==> src/rtl/core/sfrc_pkg.sv <==
`default_nettype none

package sfrc_pkg;

	localparam logic [7:0] SOF_BYTE = 8'h98;
	localparam logic [7:0] EOF_BYTE = 8'h9C;
	localparam logic [7:0] ESC_BYTE = 8'h91;

	localparam logic [7:0] ESC_CODE_EOF = 8'h63;
	localparam logic [7:0] ESC_CODE_SOF = 8'h67;
	localparam logic [7:0] ESC_CODE_ESC = 8'h6E;

	localparam logic [15:0] CRC_POLY = 16'h90D9;
	localparam logic [15:0] CRC_INIT = 16'hFFFF;

	localparam logic [7:0] KIND_PANEL_A = 8'h07;
	localparam logic [7:0] KIND_PANEL_B = 8'h09;

	localparam logic [2:0] RAW_MIN   = 3'd5;
	localparam logic [2:0] RAW_MAX   = 3'd7;
	localparam logic [3:0] DS_MAX    = 4'd15;
	localparam logic [3:0] DS_TAIL   = 4'd2;
	localparam logic [3:0] DS_HDR    = 4'd8;
	localparam logic [3:0] DS_FULL   = 4'd10;

	localparam int RESULT_W = 67;
	localparam int TDATA_W  = 72;

	typedef enum logic [1:0] {
		STATUS_GOOD  = 2'd0,
		STATUS_BAD   = 2'd1,
		STATUS_SHORT = 2'd2
	} status_t;

	typedef struct packed {
		logic        toward_heater;
		logic [31:0] payload_word;
		logic [15:0] message_code;
		logic [7:0]  packet_kind;
		logic [7:0]  dest_address;
		status_t     frame_status;
	} result_t;

	function automatic logic [15:0] crc_byte(input logic [15:0] crc_in, input logic [7:0] b);
		logic [15:0] c;
		c = crc_in ^ {b, 8'h00};
		for (int i = 0; i < 8; i++) begin
			if (c[15]) begin
				c = {c[14:0], 1'b0} ^ CRC_POLY;
			end else begin
				c = {c[14:0], 1'b0};
			end
		end
		return c;
	endfunction

	function automatic logic [7:0] unescape(input logic [7:0] b);
		logic [7:0] d;
		case (b)
			ESC_CODE_EOF: d = EOF_BYTE;
			ESC_CODE_SOF: d = SOF_BYTE;
			ESC_CODE_ESC: d = ESC_BYTE;
			default:      d = ESC_BYTE;
		endcase
		return d;
	endfunction

endpackage

`default_nettype wire

==> src/rtl/core/sfrc_engine.sv <==
`default_nettype none

module sfrc_engine (
	input  wire logic              clk,
	input  wire logic              arst_n,
	input  wire logic              item_valid,
	input  wire logic [7:0]        rx_byte,
	input  wire logic              step,
	output logic                   result_valid,
	output sfrc_pkg::result_t      result
);

	logic        in_frame_q;
	logic        esc_q;
	logic [2:0]  raw_cnt_q;
	logic [3:0]  ds_cnt_q;
	logic [15:0] crc_q;
	logic [7:0]  tail_q [2];
	logic [7:0]  hdr_q  [8];

	logic        is_sof;
	logic        is_eof;
	logic        is_esc;
	logic [7:0]  ds_byte;
	logic        take;
	logic [15:0] rx_crc;

	assign is_sof  = (rx_byte == sfrc_pkg::SOF_BYTE);
	assign is_eof  = (rx_byte == sfrc_pkg::EOF_BYTE);
	assign is_esc  = (rx_byte == sfrc_pkg::ESC_BYTE);
	assign ds_byte = esc_q ? sfrc_pkg::unescape(rx_byte) : rx_byte;
	assign take    = step && in_frame_q && !is_sof && !is_eof && !is_esc;
	assign rx_crc  = {tail_q[0], tail_q[1]};

	assign result_valid = item_valid && is_eof && in_frame_q && (raw_cnt_q >= sfrc_pkg::RAW_MIN);

	always_comb begin
		result = '0;
		if (ds_cnt_q < sfrc_pkg::DS_TAIL || rx_crc != crc_q) begin
			result.frame_status = sfrc_pkg::STATUS_BAD;
		end else if (ds_cnt_q < sfrc_pkg::DS_FULL) begin
			result.frame_status = sfrc_pkg::STATUS_SHORT;
		end else begin
			result.frame_status  = sfrc_pkg::STATUS_GOOD;
			result.dest_address  = hdr_q[0];
			result.packet_kind   = hdr_q[1];
			result.message_code  = {hdr_q[2], hdr_q[3]};
			result.payload_word  = {hdr_q[4], hdr_q[5], hdr_q[6], hdr_q[7]};
			result.toward_heater = (hdr_q[1] == sfrc_pkg::KIND_PANEL_A) ||
				(hdr_q[1] == sfrc_pkg::KIND_PANEL_B);
		end
	end

	// frame control
	always_ff @(posedge clk or negedge arst_n) begin
		if (!arst_n) begin
			in_frame_q <= 1'b0;
			esc_q      <= 1'b0;
			raw_cnt_q  <= '0;
			ds_cnt_q   <= '0;
			crc_q      <= sfrc_pkg::CRC_INIT;
		end else if (step) begin
			if (is_sof || is_eof) begin
				in_frame_q <= is_sof;
				esc_q      <= 1'b0;
				raw_cnt_q  <= '0;
				ds_cnt_q   <= '0;
				crc_q      <= sfrc_pkg::CRC_INIT;
			end else if (in_frame_q) begin
				if (raw_cnt_q != sfrc_pkg::RAW_MAX) begin
					raw_cnt_q <= raw_cnt_q + 3'd1;
				end
				if (is_esc) begin
					esc_q <= 1'b1;
				end else begin
					esc_q <= 1'b0;
					if (ds_cnt_q >= sfrc_pkg::DS_TAIL) begin
						crc_q <= sfrc_pkg::crc_byte(crc_q, tail_q[0]);
					end
					if (ds_cnt_q != sfrc_pkg::DS_MAX) begin
						ds_cnt_q <= ds_cnt_q + 4'd1;
					end
				end
			end
		end
	end

	// byte stores
	always_ff @(posedge clk) begin
		if (take) begin
			if (ds_cnt_q < sfrc_pkg::DS_HDR) begin
				hdr_q[ds_cnt_q[2:0]] <= ds_byte;
			end
			if (ds_cnt_q >= sfrc_pkg::DS_TAIL) begin
				tail_q[0] <= tail_q[1];
				tail_q[1] <= ds_byte;
			end else begin
				tail_q[ds_cnt_q[0]] <= ds_byte;
			end
		end
	end

endmodule

`default_nettype wire

==> src/rtl/core/sfrc_out_queue.sv <==
`default_nettype none

module sfrc_out_queue (
	input  wire logic              clk,
	input  wire logic              arst_n,
	input  wire logic              push,
	input  wire sfrc_pkg::result_t push_data,
	output logic                   full,
	output logic                   pop_valid,
	input  wire logic              pop_ready,
	output sfrc_pkg::result_t      pop_data
);

	sfrc_pkg::result_t mem_q [2];
	logic              wr_ptr_q;
	logic              rd_ptr_q;
	logic [1:0]        cnt_q;
	logic              pop;

	assign full      = (cnt_q == 2'd2);
	assign pop_valid = (cnt_q != 2'd0);
	assign pop       = pop_valid && pop_ready;
	assign pop_data  = mem_q[rd_ptr_q];

	always_ff @(posedge clk or negedge arst_n) begin
		if (!arst_n) begin
			wr_ptr_q <= 1'b0;
			rd_ptr_q <= 1'b0;
			cnt_q    <= '0;
		end else begin
			if (push) begin
				wr_ptr_q <= ~wr_ptr_q;
			end
			if (pop) begin
				rd_ptr_q <= ~rd_ptr_q;
			end
			case ({push, pop})
				2'b10:   cnt_q <= cnt_q + 2'd1;
				2'b01:   cnt_q <= cnt_q - 2'd1;
				default: cnt_q <= cnt_q;
			endcase
		end
	end

	always_ff @(posedge clk) begin
		if (push) begin
			mem_q[wr_ptr_q] <= push_data;
		end
	end

endmodule

`default_nettype wire

==> src/rtl/core/stuffed_frame_receiver_crc16_unit.sv <==
// a closing byte's result passes through the input register, then the result queue, before m_tvalid shows it
// throughput: one byte per cycle; ready drops only while a closing byte waits on a full
// two-entry result queue
// reset: arst_n clears frame state, crc to 0xffff, the input valid flag and the result queue;
// byte stores are not reset
`default_nettype none

module stuffed_frame_receiver_crc16_unit (
	input  wire logic                          clk,
	input  wire logic                          arst_n,
	input  wire logic                          s_tvalid,
	output logic                               s_tready,
	input  wire logic [7:0]                    s_tdata,   // rx_byte
	output logic                               m_tvalid,
	input  wire logic                          m_tready,
	// frame_status, dest_address, packet_kind, message_code, payload_word, toward_heater, zeros
	output logic [sfrc_pkg::TDATA_W-1:0]       m_tdata
);

	logic              valid_s1;
	logic [7:0]        byte_s1;
	logic              advance;
	logic              emit;
	logic              q_full;
	sfrc_pkg::result_t eng_result;
	sfrc_pkg::result_t out_result;

	assign advance  = valid_s1 && (!emit || !q_full);
	assign s_tready = !valid_s1 || advance;

	always_ff @(posedge clk or negedge arst_n) begin
		if (!arst_n) begin
			valid_s1 <= 1'b0;
		end else if (s_tready) begin
			valid_s1 <= s_tvalid;
		end
	end

	always_ff @(posedge clk) begin
		if (s_tvalid && s_tready) begin
			byte_s1 <= s_tdata;
		end
	end

	sfrc_engine u_engine (
		.clk          (clk),
		.arst_n       (arst_n),
		.item_valid   (valid_s1),
		.rx_byte      (byte_s1),
		.step         (advance),
		.result_valid (emit),
		.result       (eng_result)
	);

	sfrc_out_queue u_out_queue (
		.clk       (clk),
		.arst_n    (arst_n),
		.push      (advance && emit),
		.push_data (eng_result),
		.full      (q_full),
		.pop_valid (m_tvalid),
		.pop_ready (m_tready),
		.pop_data  (out_result)
	);

	assign m_tdata = {{(sfrc_pkg::TDATA_W - sfrc_pkg::RESULT_W){1'b0}}, out_result};

	assert property (@(posedge clk) disable iff (!arst_n)
		!(advance && emit && q_full))
		else $error("result pushed into full queue");

	assert property (@(posedge clk) disable iff (!arst_n)
		(m_tvalid && out_result.frame_status != sfrc_pkg::STATUS_GOOD) |->
		(out_result.dest_address == 8'h00 && out_result.payload_word == 32'h0 &&
		 out_result.message_code == 16'h0 && !out_result.toward_heater))
		else $error("bad frame carries payload");

	assert property (@(posedge clk) disable iff (!arst_n)
		(valid_s1 && !advance) |=> (valid_s1 && $stable(byte_s1)))
		else $error("stalled byte lost");

	assert property (@(posedge clk) disable iff (!arst_n)
		(advance && emit && !m_tvalid) |=> m_tvalid)
		else $error("result not presented");

endmodule

`default_nettype wire
==> config.mk <==
export PLATFORM = sky130hd
export DESIGN_NAME = stuffed_frame_receiver_crc16_unit
export DESIGN_NICKNAME = d
export VERILOG_FILES = /design/src/rtl/core/sfrc_pkg.sv /design/src/rtl/core/sfrc_engine.sv /design/src/rtl/core/sfrc_out_queue.sv /design/src/rtl/core/stuffed_frame_receiver_crc16_unit.sv
export SDC_FILE = /design/constraint.sdc
export NUM_CORES = 1
export LEC_CHECK = 0
export BUFFER_PORTS_ARGS = -buffer_cell sky130_fd_sc_hd__clkbuf_2
export CORE_ASPECT_RATIO = 0.75
export CORE_UTILIZATION = 64
export CTS_BUF_LIST = sky130_fd_sc_hd__clkbuf_16
export CTS_CLUSTER_SIZE = 12
export DETAILED_ROUTE_END_ITERATION = 12
export PLACE_DENSITY = 0.95
export SYNTH_ARGS = -nofsm -noshare
export SYNTH_HDL_FRONTEND = slang
export SYNTH_HIERARCHICAL = 1
export SYNTH_SLANG_ARGS = --single-unit
==> constraint.sdc <==
create_clock -name clk -period 14.88 [get_ports clk]
set_input_delay 2.976 -clock clk [delete_from_list [all_inputs] [get_ports clk]]
set_output_delay 2.976 -clock clk [all_outputs]
set_load 0.005 [all_outputs]
==> out/metrics.yaml, run 1 <==
route:
  wl_per_cell_microns: 21.97
  drtAntennaViolNets: 0
  drt-initial-drc-count: 497
  vias: 5561
  dr.pass1.iters: 6
  drc: 0
  wirelength_microns: 20370
  vias_per_cell: 5.999
yosys:
  ys_seq_area_share_pct: 71.24
  yosys.area.top_type: "edfxtp_1"
  synth_edf_count: 222
  ys_ff_latch: 252
  synth_cell_type_count: 53
  synth_flop_cell: "edfxtp_1"
  synthCells: 609
  async_flop_share_pct: 11.90
  netlist.area_leader.share_pct: 63.85
  syn_area_sq_um: 10440
  avgSynthCellArea_sq_um: 17.14
  yosys_warnings: 6
  synth_area_leaders: "edfxtp_1 64%, mux2_2 5.2%, dfstp_2 4.0%"
floorplanning:
  core_region_area_sq_um: 15970
  num_rows: 40
  ios: 86
  dieWidth_microns: 149.5
  die_area_sq_um: 16830
  start_util_pct: 65.39
  die_h_microns: 112.6
clock_tree:
  clkTransAtPathRegs_ps: 60
  cts_buffer_depth: 3
  cts-root-buf: "clkbuf_16"
  cts_hold_buf: 0
  cts_setup_buffers: 0
  cts.sinks: 252
  htreeDepth: 1
  cts_resized: 0
  numCtsBuffers: 25
  clkLatencyLatePin_ps: 520
  cts_tree: "built"
power:
  switching_share_pct: 25.84
  p_total_mw: 1.824
  leakagePower_nw: 4.423
  internal_power_mw: 1.353
  clock_power_share_pct: 31.2
  p_seq_share_pct: 44.3
  power.switching_mw: 0.4713
  peakVddDrop_v: 0.00008655
  combPwrFrac_pct: 24.5
  power_density_nw_per_um2: 155.9
worst_hold_path:
  min-delay-start: "u_out_queue/cnt_q[1]$_DFFE_PN0P_"
  hold_path_class: "reg2reg"
global_route:
  grt_pass1_vias: 5660
  grt_usage_pct: 24.83
  grt_pass1_wl_microns: 30710
  antenna_found_initial: 0
  grt-ovfl-total: 0
  grt_max_degree: 68
timing:
  hold_violations: 0
  fin_crit_sh_pct: 37.16
  worst_slew_pin_slew_ps: 1298
  setup_violations: 0
  tns_ps: 0
  grt_setup_unrepaired: "false"
  skew_ps: 9.704
  slew_headroom_pct: 13.32
  slew_viol_final: 0
  fin_crit_ps: 5529
  clock.fmax_mhz: 180.9
setup_path:
  crit_path_end_kind: "primary output"
  reg2reg_slack_ps: 10760
  critPathLaunchType: "flip-flop"
  cp-endpoint: "s_tready"
  r2r-end: "u_engine/tail_q[1][5]$_DFFE_PP_"
  ff2ff_path_depth: 8
  critical_path.startpoint: "byte_s1[1]$_DFFE_PP_"
  required_ps: 11900
  cp.arrival_ps: 2550
  critical_path_class: "reg2out"
  r2r_start: "byte_s1[4]$_DFFE_PP_"
  cp_max_fo: 8
status:
  outcome: "finished clean"
final_layout:
  final_layout_size_suffix_gt1_share_pct: 31.24
  nNetsFinal: 716
  area.growth.synth_to_final_pct: 12.06
  antennaDiodeCount: 0
  nFillCells: 886
  multiInputGateArea_sq_um: 2789
  seqCellArea_sq_um: 7438
place:
  port_buffers: 80
  hpwl_microns: 11820
  gp_congestion: 0.9411
run:
  maxCapViolCount: 0
==> worst max-delay path: stages, from the launching register on <==
cell,delay [ps]
edfxtp_1,410
or3b_1,520
or3_1,470
nor3_1,360
nand3_2,130
clkbuf_2,140
==> registers in the layout (all words and copies together) (netlist names) <==
signal	flops
byte_s1	8
u_engine/crc_q	16
u_engine/ds_cnt_q	4
u_engine/esc_q	1
u_engine/hdr_q	64
u_engine/in_frame_q	1
u_engine/raw_cnt_q	3
u_engine/tail_q	16
u_out_queue/cnt_q	2
u_out_queue/mem_q	134
u_out_queue/rd_ptr_q	1
u_out_queue/wr_ptr_q	1
valid_s1	1
==> through the flow <==
step / instance area, sq um / cells / hold slack, ps / utilization (%) / setup WS (ps)
floorplan: 10460 / 613 / 448.1 / - / 9656
detailed placement: 10950 / 881 / 486.7 / 68.57 / 9937
global route: 11700 / 927 / 519.7 / 73.28 / 9249
global placement: 10950 / 881 / 464.4 / 68.57 / 9974
finish: 11700 / 927 / 493.6 / 73.28 / 9351
CTS: 11700 / 927 / 496.7 / 73.25 / 9360
==> cells in the mapped netlist (2+ instances only) <==
cell       number
clkbuf_1        2
o21ai_0        11
ha_1            6
buf_2           7
a2bb2oi_1      14
nor2_1         14
nand3_1         2
xnor2_2         4
nor3_1          4
buf_8           2
xnor2_1        31
buf_4           6
or2_2           5
nand2b_1        7
inv_1           8
buf_6           8
or3_1           2
o22a_1          2
nor2b_1         7
nand2_1        19
nand4_1         7
and2_1         66
xor2_1         14
dfstp_2        16
and3_1          4
or4_1           2
edfxtp_1      222
mux2i_1         3
dfrtp_1        14
mux2_4         28
xnor3_1         3
mux2_2         48
==> power groups by stage <==
stage | Clock, mW | Combinational (mW) | Sequential, mW
2_1_floorplan | 0 | 0.310 | 0.814
3_3_place_gp | 0 | 0.426 | 0.818
3_5_place_dp | 0 | 0.439 | 0.821
4_1_cts | 0.579 | 0.449 | 0.807
5_1_grt | 0.603 | 0.479 | 0.809
6_report | 0.569 | 0.446 | 0.809
==> layer usage <==
layer	wire, microns	GRT usage (%)	vias up	part of all wire [%]
met5	0	0	-	0
met4	1003	13.74	0	4.9
met3	1395	4.024	77	6.8
met2	10110	41.23	313	50
met1	7855	31.42	2759	39
li1	-	-	2412	-
==> layout by cell type (no fill, tap or decap), types with 16 or more instances in the layout <==
cell       count
mux2_2        48
dfstp_2       16
clkbuf_16     25
and2_1        65
clkbuf_2      80
inv_1         25
mux2_4        28
xnor2_1       31
edfxtp_1     222
nand2_1       19
==> cell type report <==
class                           instances  share of cell area, %
Sequential cell                       252                  63.58
Clock inverter                         21                  1.048
Timing Repair Buffer                   84                  3.679
Inverter                                8                 0.2567
Tap cell                              210                  2.246
Multi-Input combinational cell        327                  23.84
Clock buffer                           25                  5.348
==> worst min path at each step <==
stage,endpoint,depth (start not counted)
finish,u_out_queue/cnt_q[1]$_DFFE_PN0P_,1
global route,u_engine/crc_q[15]$_DFFE_PN1P_,1
CTS,u_out_queue/cnt_q[1]$_DFFE_PN0P_,1
detailed placement,u_out_queue/cnt_q[1]$_DFFE_PN0P_,1
global placement,u_out_queue/cnt_q[1]$_DFFE_PN0P_,1
floorplan,u_out_queue/cnt_q[1]$_DFFE_PN0P_,1
==> kinds of logic after synthesis <==
kind of cell	Yosys count	share of synthesized area [%]
XOR/XNOR	53	5.309
AO/OA/AOI/OAI	36	2.505
buffers and inverters	34	2.313
other	1	0.03592
AND/OR/NAND/NOR	148	8.389
multiplexers	79	9.492
adder cells (fa/ha/maj)	6	0.7191
flip-flops	252	71.24
Power figures use the tool's default switching activity.
==> run 2: changes to the inputs <==
--- a/config.mk
+++ b/config.mk
@@ -7,11 +7,11 @@
 export LEC_CHECK = 0
 export BUFFER_PORTS_ARGS = -buffer_cell sky130_fd_sc_hd__clkbuf_2
 export CORE_ASPECT_RATIO = 0.75
-export CORE_UTILIZATION = 64
+export CORE_UTILIZATION = 54
 export CTS_BUF_LIST = sky130_fd_sc_hd__clkbuf_16
 export CTS_CLUSTER_SIZE = 12
 export DETAILED_ROUTE_END_ITERATION = 12
-export PLACE_DENSITY = 0.95
+export PLACE_DENSITY = 0.88
 export SYNTH_ARGS = -nofsm -noshare
 export SYNTH_HDL_FRONTEND = slang
 export SYNTH_HIERARCHICAL = 1
==> constraint.sdc (replaced) <==
create_clock -name clk -period 5 [get_ports clk]
set_input_delay 1 -clock clk [delete_from_list [all_inputs] [get_ports clk]]
set_output_delay 1 -clock clk [all_outputs]
set_load 0.005 [all_outputs]
==> run 2 against run 1 <==
Against the previous run:
- clock-buffer cell count stayed put
- wire length is 5.6% lower
- combinational power is 27% higher
- worst hold slack worse by 6.4 ps
- clock skew is 1.5 ps higher
- total power grew to 2.5 times the previous value
- core utilization is 11 points lower
- first-iteration DRC count is 17% lower
- non-clock buffer count is 2 higher
- final cell count is 3.2% higher
- critical endpoint is now u_engine/tail_q[1][2]$_DFFE_PP_
==> out/metrics.yaml, run 2 (same netlist as run 1, synthesis figures left out) <==
clock_tree:
  cts.sinks: 252  # unchanged
  cts_hold_buf: 0  # unchanged
  htreeDepth: 1  # unchanged
  cts_tree: "built"  # unchanged
  cts_resized: 0  # unchanged
  cts_buffer_depth: 3  # unchanged
  clkLatencyLatePin_ps: 520  # about the same
  clkTransAtPathRegs_ps: 60  # about the same
  cts-root-buf: "clkbuf_16"  # unchanged
  cts_setup_buffers: 0  # unchanged
  numCtsBuffers: 25  # unchanged
route:
  vias_per_cell: 5.543  # was 5.999
  drc: 0  # unchanged
  dr.pass1.iters: 5  # was 6
  vias: 5305  # was 5561
  wirelength_microns: 19230  # was 20370 microns
  drt-initial-drc-count: 411  # was 497
  wl_per_cell_microns: 20.09  # was 21.97 microns
  drtAntennaViolNets: 0  # unchanged
timing:
  worst_slack_ps: 1248  # was 9351 ps
  grt_setup_unrepaired: "false"  # unchanged
  slew_viol_final: 0  # unchanged
  skew_ps: 11.24  # was 9.704 ps
  holdWs_ps: 487.2  # was 493.6 ps
  setup_violations: 0  # unchanged
  slew_headroom_pct: 22.91  # was 13.32%
  tns_ps: 0  # unchanged
  fin_crit_ps: 3752
  fin_crit_sh_pct: 75.05
  worst_slew_pin_slew_ps: 1154  # was 1298 ps
  hold_violations: 0  # unchanged
  clock.fmax_mhz: 266.5
place:
  hpwl_microns: 12220  # was 11820 microns
  port_buffers: 80  # unchanged
  dp_slack_ps: 1428  # was 9937 ps
  gp_congestion: 0.8570  # was 0.9411
global_route:
  grt-ovfl-total: 0  # unchanged
  grt_pass1_wl_microns: 29840  # was 30710 microns
  antenna_found_initial: 0  # unchanged
  grt_usage_pct: 19.98  # was 24.83%
  grt_max_degree: 68  # unchanged
  grt_pass1_vias: 5463  # was 5660
floorplanning:
  die_h_microns: 122.4  # was 112.6 microns
  die_area_sq_um: 19900  # was 16830 sq um
  num_rows: 43  # was 40
  dieWidth_microns: 162.6  # was 149.5 microns
  start_util_pct: 55.76  # was 65.39%
  ios: 86  # unchanged
  core_region_area_sq_um: 18720  # was 15970 sq um
power:
  leakagePower_nw: 3.908  # was 4.423 nW
  peakVddDrop_v: 0.0002310  # was 0.00008655 V
  power_density_nw_per_um2: 397.0  # was 155.9 nW/um^2
run:
  maxCapViolCount: 0  # unchanged
setup_path:
  critical_path_class: "reg2reg"  # was reg2out
  required_ps: 5140  # was 11900 ps
  critPathLaunchType: "flip-flop"  # unchanged
  critical_path.startpoint: "byte_s1[4]$_DFFE_PP_"  # was byte_s1[1]$_DFFE_PP_
  cp.arrival_ps: 3890  # was 2550 ps
  crit_path_end_kind: "flip-flop"  # was primary output
  reg2reg_slack_ps: 1250  # was 10760 ps
  r2r_start: "byte_s1[4]$_DFFE_PP_"  # unchanged
  cp_max_fo: 9  # was 8
final_layout:
  final_common_cell: "edfxtp_1"  # unchanged
  area.growth.synth_to_final_pct: 12.04  # was 12.06%
  final_layout_size_suffix_gt1_share_pct: 31.69  # was 31.24%
  largest_reg_flops: 134  # unchanged
  layout_common_cells: "222 x edfxtp_1, 80 x clkbuf_2, 65 x and2_1"  # unchanged
  antennaDiodeCount: 0  # unchanged
  top_register: "u_out_queue/mem_q"  # unchanged
  nNetsFinal: 718  # was 716
status:
  outcome: "finished clean"  # unchanged
worst_hold_path:
  hold_path_class: "reg2reg"  # unchanged
  min-delay-start: "u_out_queue/cnt_q[1]$_DFFE_PN0P_"  # unchanged
==> run 2: routing by layer <==
metal | vias to the layer above | routed length [microns] | track usage [%]
li1 | 2414 | - | -
met1 | 2624 | 8356 | 27.97
met2 | 230 | 9153 | 32.45
met3 | 37 | 1310 | 3.481
met4 | 0 | 408 | 5.900
met5 | - | 0 | 0
==> run 2: layout make-up <==
cell class | count | area [sq um]
sequential | 252 | 7438
fill | 1280 | 7025
multi-input combinational | 327 | 2785
clock buffer | 25 | 625.6
timing repair buffer | 86 | 445.4
tap | 247 | 309.0
clock inverter | 12 | 63.81
inverter | 8 | 30.03
==> run 2: per-stage QoR <==
step	power, mW	utilization (%)	instances	instance area [sq um]
6_report	4.644	62.48	957	11700
5_1_grt	4.810	62.48	957	11700
4_1_cts	4.670	62.48	957	11700
3_5_place_dp	3.069	58.79	920	11010
3_3_place_gp	3.047	58.79	920	11010
2_1_floorplan	2.979	-	613	10460
==> run 2: final timing paths <==
kind                                                    endpoint  cells past startpoint
worst max-delay path             u_engine/tail_q[1][2]$_DFFE_PP_                      8
worst min-delay path            u_out_queue/cnt_q[1]$_DFFE_PN0P_                      1
worst max register to register   u_engine/tail_q[1][2]$_DFFE_PP_                      8
worst min register to register  u_out_queue/cnt_q[1]$_DFFE_PN0P_                      1
max in group asynchronous       u_out_queue/rd_ptr_q$_DFFE_PN0P_                      1
min in group asynchronous             u_engine/esc_q$_DFFE_PN0P_                      1
==> run 2: power breakdown <==
part / total, mW / leakage [nW] / switching (mW) / internal (mW)
Clock: 1.61 / 0.370 / 0.713 / 0.897
Combinational: 0.566 / 1.45 / 0.267 / 0.299
Sequential: 2.47 / 2.09 / 0.129 / 2.34
==> run 2: worst max-delay path: stages (launching register included) <==
cell and delay [ps]:
edfxtp_1 390, or3b_1 340, or3_1 200, nor3_1 90, a21boi_0 730, nand2_1 230
nor3_1 260, nand2_1 250, o21ai_0 890
